<file path="config.mk">
export PLATFORM = sky130hd
export DESIGN_NAME = spi_register_frame_master_flat
export DESIGN_NICKNAME = d
export VERILOG_FILES = /design/src/hdl/spfm_pkg.sv /design/src/hdl/spfm_if.sv /design/src/hdl/spfm_fifo.sv /design/src/hdl/spfm_front.sv /design/src/hdl/spfm_back.sv /design/src/hdl/spi_register_frame_master.sv /design/src/flat_wrapper.sv
export SDC_FILE = /design/constraint.sdc
export NUM_CORES = 1
export LEC_CHECK = 0
export BUFFER_PORTS_ARGS = -buffer_cell sky130_fd_sc_hd__buf_4
export CAP_MARGIN = 25
export CORE_AREA = 2 2 179 181
export DETAILED_ROUTE_END_ITERATION = 12
export DIE_AREA = 0 0 181 183
export PLACE_DENSITY_LB_ADDON = 0.25
export SLEW_MARGIN = 20
export SYNTH_ARGS = -nofsm -noshare
export SYNTH_HDL_FRONTEND = slang
export SYNTH_HIERARCHICAL = 1
export SYNTH_SLANG_ARGS = --single-unit
</file>
<file path="constraint.sdc">
create_clock -name i_clk -period 4.91 [get_ports i_clk]
set_input_delay 0.491 -clock i_clk [delete_from_list [all_inputs] [get_ports i_clk]]
set_output_delay 0.491 -clock i_clk [all_outputs]
set_load 0.01 [all_outputs]
</file>
<file path="src/hdl/spfm_pkg.sv">
`timescale 1ns / 1ps

package spfm_pkg;

    // Command bytes on the link
    localparam logic [7:0] CMD_READ  = 8'h58;
    localparam logic [7:0] CMD_WRITE = 8'hA8;

    // Input function codes
    localparam logic [1:0] FUNC_READ  = 2'd0;
    localparam logic [1:0] FUNC_WRITE = 2'd1;
    localparam logic [1:0] FUNC_RX    = 2'd2;

    // Received bytes ahead of the checksum byte
    localparam logic [1:0] RX_DATA_BYTES = 2'd3;

    localparam logic [2:0] MAX_TRIES_RESET = 3'd3;

    // Output kinds
    localparam logic KIND_TX     = 1'b0;
    localparam logic KIND_REPORT = 1'b1;

    // Job queue between front and back
    localparam int FIFO_DEPTH = 4;
    localparam int FIFO_AW    = $clog2(FIFO_DEPTH);

    typedef enum logic [1:0] {
        JOB_WRITE,
        JOB_READ,
        JOB_REPORT
    } t_job_kind;

    typedef struct packed {
        t_job_kind   kind;
        logic [7:0]  addr;
        logic [23:0] data;
        logic [7:0]  csum;
        logic        ok;
    } t_job;

    typedef struct packed {
        logic full;
        logic empty;
    } t_fifo_stat;

    // Inverted low byte of the sum of command, address and three data bytes
    function automatic logic [7:0] frame_sum(input logic [7:0] cmd,
                                             input logic [7:0] addr,
                                             input logic [23:0] data);
        logic [7:0] s;
        s = cmd + addr + data[23:16] + data[15:8] + data[7:0];
        return ~s;
    endfunction

endpackage

</file>
<file path="src/hdl/spfm_if.sv">
`timescale 1ns / 1ps

interface spfm_in_if;
    logic        valid;
    logic        ready;
    logic [1:0]  func;
    logic [7:0]  reg_addr;
    logic [23:0] write_data;
    logic [7:0]  rx_byte;

    modport source (output valid, func, reg_addr, write_data, rx_byte, input ready);
    modport sink   (input valid, func, reg_addr, write_data, rx_byte, output ready);
endinterface

interface spfm_out_if;
    logic        valid;
    logic        ready;
    logic        kind;
    logic [7:0]  tx_byte;
    logic [23:0] read_data;
    logic        ok;
    logic        last;

    modport source (output valid, kind, tx_byte, read_data, ok, last, input ready);
    modport sink   (input valid, kind, tx_byte, read_data, ok, last, output ready);
endinterface

</file>
<file path="src/hdl/spfm_fifo.sv">
`timescale 1ns / 1ps

module spfm_fifo (
    input  logic                i_clk,
    input  logic                i_rst_n,
    input  logic                i_push,
    input  spfm_pkg::t_job      i_wdata,
    input  logic                i_pop,
    output spfm_pkg::t_job      o_rdata,
    output spfm_pkg::t_fifo_stat o_stat
);

    spfm_pkg::t_job                r_mem [spfm_pkg::FIFO_DEPTH];
    logic [spfm_pkg::FIFO_AW-1:0]  r_wr_ptr;
    logic [spfm_pkg::FIFO_AW-1:0]  r_rd_ptr;
    logic [spfm_pkg::FIFO_AW:0]    r_count;

    // Status flags and head of queue
    assign o_stat.full  = (r_count == (spfm_pkg::FIFO_AW+1)'(spfm_pkg::FIFO_DEPTH));
    assign o_stat.empty = (r_count == '0);
    assign o_rdata      = r_mem[r_rd_ptr];

    // Store pushed jobs
    always_ff @(posedge i_clk) begin
        if (i_push) begin
            r_mem[r_wr_ptr] <= i_wdata;
        end
    end

    // Advance pointers and count
    always_ff @(posedge i_clk) begin
        if (!i_rst_n) begin
            r_wr_ptr <= '0;
            r_rd_ptr <= '0;
            r_count  <= '0;
        end else begin
            if (i_push) begin
                r_wr_ptr <= r_wr_ptr + 1'b1;
            end
            if (i_pop) begin
                r_rd_ptr <= r_rd_ptr + 1'b1;
            end
            if (i_push && !i_pop) begin
                r_count <= r_count + 1'b1;
            end else if (!i_push && i_pop) begin
                r_count <= r_count - 1'b1;
            end
        end
    end

`ifndef SYNTHESIS
    a_no_overflow: assert property (@(posedge i_clk) disable iff (!i_rst_n)
        i_push |-> !o_stat.full)
        else $error("push into full job queue");

    a_no_underflow: assert property (@(posedge i_clk) disable iff (!i_rst_n)
        i_pop |-> !o_stat.empty)
        else $error("pop from empty job queue");

    a_count_range: assert property (@(posedge i_clk) disable iff (!i_rst_n)
        r_count <= (spfm_pkg::FIFO_AW+1)'(spfm_pkg::FIFO_DEPTH))
        else $error("job queue count out of range");
`endif

endmodule

</file>
<file path="src/hdl/spfm_front.sv">
`timescale 1ns / 1ps

module spfm_front (
    input  logic                 i_clk,
    input  logic                 i_rst_n,
    input  logic                 i_cfg_we,
    input  logic [2:0]           i_cfg_wdata,
    spfm_in_if.sink              i_in,
    input  spfm_pkg::t_fifo_stat i_stat,
    output logic                 o_push,
    output spfm_pkg::t_job       o_job
);

    logic [2:0]  r_tries_max;
    logic        r_pending;
    logic [7:0]  r_pend_addr;
    logic [1:0]  r_rx_count;
    logic [23:0] r_rx_shift;
    logic [2:0]  r_tries_used;

    logic        accept;
    logic        rx_match;
    logic        retry;

    // Take an item whenever the queue has room
    assign i_in.ready = !i_stat.full;
    assign accept     = i_in.valid && i_in.ready;

    assign rx_match = (i_in.rx_byte ==
                       spfm_pkg::frame_sum(spfm_pkg::CMD_READ, r_pend_addr, r_rx_shift));
    assign retry    = (r_tries_used < r_tries_max);

    // Classify the item and build the job for the back end
    always_comb begin
        o_push    = 1'b0;
        o_job     = '0;
        o_job.kind = spfm_pkg::JOB_READ;
        case (i_in.func)
            spfm_pkg::FUNC_READ: begin
                o_push    = accept && !r_pending;
                o_job.kind = spfm_pkg::JOB_READ;
                o_job.addr = i_in.reg_addr;
            end
            spfm_pkg::FUNC_WRITE: begin
                o_push    = accept && !r_pending;
                o_job.kind = spfm_pkg::JOB_WRITE;
                o_job.addr = i_in.reg_addr;
                o_job.data = i_in.write_data;
                o_job.csum = spfm_pkg::frame_sum(spfm_pkg::CMD_WRITE, i_in.reg_addr,
                                                 i_in.write_data);
            end
            spfm_pkg::FUNC_RX: begin
                o_push = accept && r_pending && (r_rx_count == spfm_pkg::RX_DATA_BYTES);
                if (rx_match) begin
                    o_job.kind = spfm_pkg::JOB_REPORT;
                    o_job.data = r_rx_shift;
                    o_job.ok   = 1'b1;
                end else if (retry) begin
                    o_job.kind = spfm_pkg::JOB_READ;
                    o_job.addr = r_pend_addr;
                end else begin
                    o_job.kind = spfm_pkg::JOB_REPORT;
                end
            end
            default: begin
                o_push = 1'b0;
            end
        endcase
    end

    // Hold configuration and pending-read state
    always_ff @(posedge i_clk) begin
        if (!i_rst_n) begin
            r_tries_max  <= spfm_pkg::MAX_TRIES_RESET;
            r_pending    <= 1'b0;
            r_pend_addr  <= '0;
            r_rx_count   <= '0;
            r_rx_shift   <= '0;
            r_tries_used <= '0;
        end else begin
            if (i_cfg_we) begin
                r_tries_max <= i_cfg_wdata;
            end
            if (accept) begin
                case (i_in.func)
                    spfm_pkg::FUNC_READ: begin
                        if (!r_pending) begin
                            r_pending    <= 1'b1;
                            r_pend_addr  <= i_in.reg_addr;
                            r_tries_used <= 3'd1;
                            r_rx_count   <= '0;
                            r_rx_shift   <= '0;
                        end
                    end
                    spfm_pkg::FUNC_RX: begin
                        if (r_pending) begin
                            if (r_rx_count != spfm_pkg::RX_DATA_BYTES) begin
                                r_rx_shift <= {r_rx_shift[15:0], i_in.rx_byte};
                                r_rx_count <= r_rx_count + 1'b1;
                            end else if (rx_match || !retry) begin
                                r_pending  <= 1'b0;
                                r_rx_count <= '0;
                            end else begin
                                r_tries_used <= r_tries_used + 1'b1;
                                r_rx_count   <= '0;
                                r_rx_shift   <= '0;
                            end
                        end
                    end
                    default: begin
                        r_pending <= r_pending;
                    end
                endcase
            end
        end
    end

endmodule

</file>
<file path="src/hdl/spfm_back.sv">
`timescale 1ns / 1ps

module spfm_back (
    input  logic                 i_clk,
    input  logic                 i_rst_n,
    input  spfm_pkg::t_job       i_job,
    input  spfm_pkg::t_fifo_stat i_stat,
    output logic                 o_pop,
    spfm_out_if.source           o_out
);

    logic           r_busy;
    spfm_pkg::t_job r_job;
    logic [2:0]     r_step;
    logic           r_out_valid;
    logic           r_kind;
    logic [7:0]     r_tx_byte;
    logic [23:0]    r_read_data;
    logic           r_ok;
    logic           r_last;

    logic           load_out;
    logic           step_last;
    logic           n_kind;
    logic [7:0]     n_tx_byte;
    logic [23:0]    n_read_data;
    logic           n_ok;

    // Load the output register when it is empty or being drained
    assign load_out = r_busy && (!r_out_valid || o_out.ready);
    assign o_pop    = (!r_busy || (load_out && step_last)) && !i_stat.empty;

    // Pick the item for the current step of the job
    always_comb begin
        n_kind      = spfm_pkg::KIND_TX;
        n_tx_byte   = '0;
        n_read_data = '0;
        n_ok        = 1'b0;
        step_last   = 1'b0;
        case (r_job.kind)
            spfm_pkg::JOB_WRITE: begin
                step_last = (r_step == 3'd5);
                case (r_step)
                    3'd0:    n_tx_byte = spfm_pkg::CMD_WRITE;
                    3'd1:    n_tx_byte = r_job.addr;
                    3'd2:    n_tx_byte = r_job.data[23:16];
                    3'd3:    n_tx_byte = r_job.data[15:8];
                    3'd4:    n_tx_byte = r_job.data[7:0];
                    default: n_tx_byte = r_job.csum;
                endcase
            end
            spfm_pkg::JOB_READ: begin
                step_last = (r_step == 3'd1);
                n_tx_byte = (r_step == 3'd0) ? spfm_pkg::CMD_READ : r_job.addr;
            end
            spfm_pkg::JOB_REPORT: begin
                step_last   = 1'b1;
                n_kind      = spfm_pkg::KIND_REPORT;
                n_read_data = r_job.data;
                n_ok        = r_job.ok;
            end
            default: begin
                step_last = 1'b1;
            end
        endcase
    end

    // Advance through jobs and hold the output item
    always_ff @(posedge i_clk) begin
        if (!i_rst_n) begin
            r_busy      <= 1'b0;
            r_step      <= '0;
            r_out_valid <= 1'b0;
        end else begin
            if (o_pop) begin
                r_busy <= 1'b1;
                r_step <= '0;
            end else if (load_out && step_last) begin
                r_busy <= 1'b0;
            end else if (load_out) begin
                r_step <= r_step + 1'b1;
            end
            if (load_out) begin
                r_out_valid <= 1'b1;
            end else if (o_out.ready) begin
                r_out_valid <= 1'b0;
            end
        end
    end

    // Payload registers
    always_ff @(posedge i_clk) begin
        if (o_pop) begin
            r_job <= i_job;
        end
        if (load_out) begin
            r_kind      <= n_kind;
            r_tx_byte   <= n_tx_byte;
            r_read_data <= n_read_data;
            r_ok        <= n_ok;
            r_last      <= step_last;
        end
    end

    assign o_out.valid     = r_out_valid;
    assign o_out.kind      = r_kind;
    assign o_out.tx_byte   = r_tx_byte;
    assign o_out.read_data = r_read_data;
    assign o_out.ok        = r_ok;
    assign o_out.last      = r_last;

`ifndef SYNTHESIS
    a_report_last: assert property (@(posedge i_clk) disable iff (!i_rst_n)
        (o_out.valid && o_out.kind == spfm_pkg::KIND_REPORT) |-> o_out.last)
        else $error("report item without last");

    a_tx_no_ok: assert property (@(posedge i_clk) disable iff (!i_rst_n)
        (o_out.valid && o_out.kind == spfm_pkg::KIND_TX) |-> !o_out.ok)
        else $error("transmit item flagged ok");

    a_pop_when_free: assert property (@(posedge i_clk) disable iff (!i_rst_n)
        o_pop |-> (!r_busy || load_out))
        else $error("job popped while current job still running");
`endif

endmodule

</file>
<file path="src/hdl/spi_register_frame_master.sv">
`timescale 1ns / 1ps

// Register-link frame master for a metering chip.
// i_in carries requests and received bytes: with no read pending, func 0
// starts a read of reg_addr and func 1 writes write_data to reg_addr; func 2
// hands in one byte received from the chip. o_out carries bytes to transmit
// (kind 0) and read completion reports (kind 1); last marks the final item
// caused by an input. A write gives six bytes, a read request two, the
// fourth received byte of a read either a report or two bytes of a retried
// command. i_cfg_we / i_cfg_wdata set the read try limit (reset value 3).
// Items are taken one per cycle while the four-entry job queue has room; an
// accepted item passes the job queue, job register and output register before
// its first result shows on o_out. The output side gives one item per cycle
// while o_out is ready and jobs wait, so a write occupies it for six items, a
// read request for two, a report for one; the byte sequencer sets the sustained
// rate. When o_out is stalled its item holds, the queue fills, and i_in.ready
// drops once four jobs are waiting. Synchronous reset empties the queue and
// output register, clears any pending read and restores the try limit.

module spi_register_frame_master (
    input  logic        i_clk,
    input  logic        i_rst_n,
    input  logic        i_cfg_we,
    input  logic [2:0]  i_cfg_wdata,
    spfm_in_if.sink     i_in,
    spfm_out_if.source  o_out
);

    logic                 push;
    logic                 pop;
    spfm_pkg::t_job       wjob;
    spfm_pkg::t_job       rjob;
    spfm_pkg::t_fifo_stat stat;

    spfm_front u_front (
        .i_clk       (i_clk),
        .i_rst_n     (i_rst_n),
        .i_cfg_we    (i_cfg_we),
        .i_cfg_wdata (i_cfg_wdata),
        .i_in        (i_in),
        .i_stat      (stat),
        .o_push      (push),
        .o_job       (wjob)
    );

    spfm_fifo u_fifo (
        .i_clk   (i_clk),
        .i_rst_n (i_rst_n),
        .i_push  (push),
        .i_wdata (wjob),
        .i_pop   (pop),
        .o_rdata (rjob),
        .o_stat  (stat)
    );

    spfm_back u_back (
        .i_clk   (i_clk),
        .i_rst_n (i_rst_n),
        .i_job   (rjob),
        .i_stat  (stat),
        .o_pop   (pop),
        .o_out   (o_out)
    );

endmodule
</file>
<file path="src/flat_wrapper.sv">
// flat-port wrapper written by rule: the top's interface ports become plain ports
module spi_register_frame_master_flat 
  (i_clk, i_rst_n, i_cfg_we, i_cfg_wdata, i_in_valid, i_in_func, i_in_reg_addr, i_in_write_data, i_in_rx_byte, i_in_ready, o_out_valid, o_out_kind, o_out_tx_byte, o_out_read_data, o_out_ok, o_out_last, o_out_ready);
  spfm_in_if i_in_i ();
  spfm_out_if o_out_i ();
  input  logic i_clk;
  input  logic i_rst_n;
  input  logic i_cfg_we;
  input  logic [2:0] i_cfg_wdata;
  input wire logic [$bits(i_in_i.valid)-1:0] i_in_valid;
  input wire logic [$bits(i_in_i.func)-1:0] i_in_func;
  input wire logic [$bits(i_in_i.reg_addr)-1:0] i_in_reg_addr;
  input wire logic [$bits(i_in_i.write_data)-1:0] i_in_write_data;
  input wire logic [$bits(i_in_i.rx_byte)-1:0] i_in_rx_byte;
  output wire logic [$bits(i_in_i.ready)-1:0] i_in_ready;
  output wire logic [$bits(o_out_i.valid)-1:0] o_out_valid;
  output wire logic [$bits(o_out_i.kind)-1:0] o_out_kind;
  output wire logic [$bits(o_out_i.tx_byte)-1:0] o_out_tx_byte;
  output wire logic [$bits(o_out_i.read_data)-1:0] o_out_read_data;
  output wire logic [$bits(o_out_i.ok)-1:0] o_out_ok;
  output wire logic [$bits(o_out_i.last)-1:0] o_out_last;
  input wire logic [$bits(o_out_i.ready)-1:0] o_out_ready;
  assign i_in_i.valid = i_in_valid;
  assign i_in_i.func = i_in_func;
  assign i_in_i.reg_addr = i_in_reg_addr;
  assign i_in_i.write_data = i_in_write_data;
  assign i_in_i.rx_byte = i_in_rx_byte;
  assign i_in_ready = i_in_i.ready;
  assign o_out_valid = o_out_i.valid;
  assign o_out_kind = o_out_i.kind;
  assign o_out_tx_byte = o_out_i.tx_byte;
  assign o_out_read_data = o_out_i.read_data;
  assign o_out_ok = o_out_i.ok;
  assign o_out_last = o_out_i.last;
  assign o_out_i.ready = o_out_ready;
  spi_register_frame_master u_core (.i_clk(i_clk), .i_rst_n(i_rst_n), .i_cfg_we(i_cfg_we), .i_cfg_wdata(i_cfg_wdata), .i_in(i_in_i), .o_out(o_out_i));
endmodule
</file>
==> run metrics <==
setup slack of the critical path after layout about 0.45 ns; width of the die ~180 µm; Final min period 4.46 ns; starting density of the core 44.4%; clock tree skew after final layout approximately 0.0095 ns; instance count of the mapped netlist 907; number of enable-type register cells in the synthesized netlist between 200 and 300; share of async-settable or async-resettable flops after synthesis 0%; final instance count without filler cells 1429; timing-limited maximum frequency 224 MHz; commonest non-fill, non-tap cells in the layout 250 x sky130_fd_sc_hd__edfxtp_1, 103 x sky130_fd_sc_hd__buf_4, 66 x sky130_fd_sc_hd__nand2_1; total clock sinks 305; buffers added on ports 86; crit-path max FO 6; outcome finished clean; Power Density 492 nW/µm²; Iter 0 DRT Violations 680; longest individual stage delay on the worst path roughly 0.54 ns; number of buffer and inverter stages on the critical path 3; ordered cell list for the critical path fa_1, inv_1, fa_1, inv_1, ha_1, ha_1, inv_1, fa_1, xor2_1, nor4_1, nand2_1, nor3_2, a21oi_1, a211o_1; global-route wire length before repair ~46000 µm; critical path class reg2reg; Syn. warnings 6; Die Y-Extent ~180 µm; largest net degree at the start of global routing 57; core area 31200 µm²; Setup Fix Bufs, Post-CTS 0; pre-CTS setup slack 0.536 ns; cts hold-fix bufs 0; sequential cell area fraction in the yosys report 62.1%; remaining antenna violation count after routing 0; CP Launch Type flop; cell type with the highest aggregate area in the netlist sky130_fd_sc_hd__edfxtp_1; total grt overflow 0; Final Slew Violations 0; Post-Syn Nets 1028; required time worst endpoint 5.20 ns; leading cell type in the layout, fill and taps excluded sky130_fd_sc_hd__edfxtp_1; IO Count 87; mean number of vias per cell 5.43; met3 global-route usage 2.60%; GR met1 Demand/Resource between 20% and 30%; aggregate global-route resource usage 17.9%; met2 Use GR 27.7%; setup violation total in the final timing report 0; largest cells by area after synthesis sky130_fd_sc_hd__edfxtp_1 54%, sky130_fd_sc_hd__dfxtp_1 7.9%, sky130_fd_sc_hd__mux4_2 6.5%; sort of element at the end of the critical path flop; Netlist cell types 66; TritonCTS clock tree done; fraction of the cycle the final worst path needs between 90% and 100%; H-tree level count 1; Worst IR Drop VDD 273 µV; master of the slowest instance on the critical path sky130_fd_sc_hd__fa_1; mean instance size in the synthesized netlist approximately 15 µm²; number of antenna violations at the first check in global routing 0; area share of the largest cell type after synthesis 54.1%; setup repair after global routing missed its margin no; DRT Pass-1 Iters 5; max cap viols 0; main flop type after synthesis sky130_fd_sc_hd__edfxtp_1; number of buffers created by CTS 31; leakage power figure roughly 5.7 nW; clock latency of the later-clocked register in the worst-skew pair roughly 0.56 ns; routability cong. between 0.8 and 0.9; count of endpoints failing hold in the final timing report 0; register clock-pin slew on the reported worst setup and hold paths 0.06 ns; worst path arrival time 4.75 ns; Resized Gates After CTS 0; Area Growth Syn to Fin 15.7%; busiest layer in global routing met2; via total after detailed routing 7765; DR DRC count 0; final sum of negative setup slack 0 ns; average wire length per cell after detail routing 20.4 µm; net count reported at finish 1122; fraction of layout instances using a drive strength above 1 21.2%; Post-Route Utilization about 51%; Post-Synthesis Cell Area 13900 µm²; path category of the worst min-delay check in2reg; number of buffers on the longest clock path 3; Placement Rows 65; die outline area 33100 µm²; slew at the pin with the worst max-slew slack 0.999 ns; headroom to the max-slew limit 33.4%; Post-DP HPWL 20500 µm; number of global-route vias before repair 7972; total instance count after detailed placement 1370; top cell family by delay on the critical path adder cells; synthesized flop and latch total 305; clock tree root driver cell sky130_fd_sc_hd__clkbuf_16; total wire length after detailed routing 29200 µm
-- cell families (layout without fill, tap and decap cells) --
kind of cell / after synthesis / count (layout) / synth area share, %
and+or+nand+nor: 196 / 196 / 7.46
other: 0 / 1 / 0
adders and majority gates: 71 / 71 / 7.98
AOI/OAI and AO/OA: 122 / 122 / 6.76
muxes: 81 / 81 / 9.81
xor gates and xnor gates: 35 / 35 / 2.45
DFF: 305 / 305 / 62.1
buffers and inverters: 97 / 216 / 3.47
-- through the flow --
step	cell area, µm²	hold WS (ns)	total power [W]
floorplan	13900	0.433	0.00481
global placement	14900	0.467	0.00536
detailed placement	14900	0.472	0.00539
CTS	16000	0.137	0.00797
global route	16000	0.151	0.00827
finish	16000	0.159	0.00790
-- worst paths after layout --
path,startpoint,endpoint,slack [ns],cells past startpoint
hold / removal,i_cfg_wdata[1],u_core/u_front/r_tries_max[1],0.16,3
setup reg to reg,u_core/u_front/r_pend_addr[2],u_core/u_fifo/r_mem[1][41],0.45,14
setup / recovery,u_core/u_front/r_pend_addr[2],u_core/u_fifo/r_mem[1][41],0.45,14
hold reg to reg,u_core/u_front/r_tries_max[0],u_core/u_front/r_tries_max[0],0.48,2
-- cell usage after synthesis, drive strengths merged (16+ instances only) --
cell	instances
a21oi	19
a32oi	24
and2	40
buf	20
clkbuf	22
dfxtp	55
edfxtp	250
fa	29
ha	42
inv	55
mux2i	38
mux4	43
nand2	66
nor2	21
nor2b	43
o21ai	16
xnor2	24
-- where the power goes --
| part | total (W) | internal [W] | leakage [nW] | switching (W) |
|---|---|---|---|---|
| Combinational | 0.00168 | 0.000745 | 2.31 | 0.000937 |
| Clock | 0.00258 | 0.00160 | 0.562 | 0.000976 |
| Sequential | 0.00364 | 0.00338 | 2.82 | 0.000261 |
| Total | 0.00790 | 0.00573 | 5.69 | 0.00217 |
-- area by class of cell --
cell class,count,area (µm²)
repair buffers,103,773
inverters,55,206
well taps,402,503
clock buffers,37,850
fillers,2672,15200
multi-input cells,505,4800
flip-flops and latches,305,8610
clock inverters,21,299
diodes,1,2.50
-- flip-flops by register name (all words and copies together), names as in the netlist, 3 cells and up, named ones only --
name                           count
u_core/u_back/o_out.tx_byte        8
u_core/u_fifo/r_count              3
u_core/u_back/o_out.read_data     24
u_core/u_fifo/r_mem              172
u_core/u_back/r_job               43
u_core/u_front/r_rx_shift         24
u_core/u_front/r_tries_max         3
u_core/u_front/r_tries_used        3
u_core/u_back/r_step               3
u_core/u_front/r_pend_addr         8
-- tightest hold or removal path, cell delays in order --
cell,delay [ns]
sky130_fd_sc_hd__buf_4,0.08
sky130_fd_sc_hd__nand2_1,0.04
sky130_fd_sc_hd__o211ai_1,0.07
-- layer usage --
| layer | vias to the layer above | part of all wire [%] |
|---|---|---|
| met5 | - | 0 |
| met4 | 0 | 1.5 |
| met3 | 35 | 5.2 |
| met2 | 237 | 45 |
| met1 | 3906 | 49 |
| li1 | 3587 | - |
No activity file was read; power rests on OpenSTA's default activity.
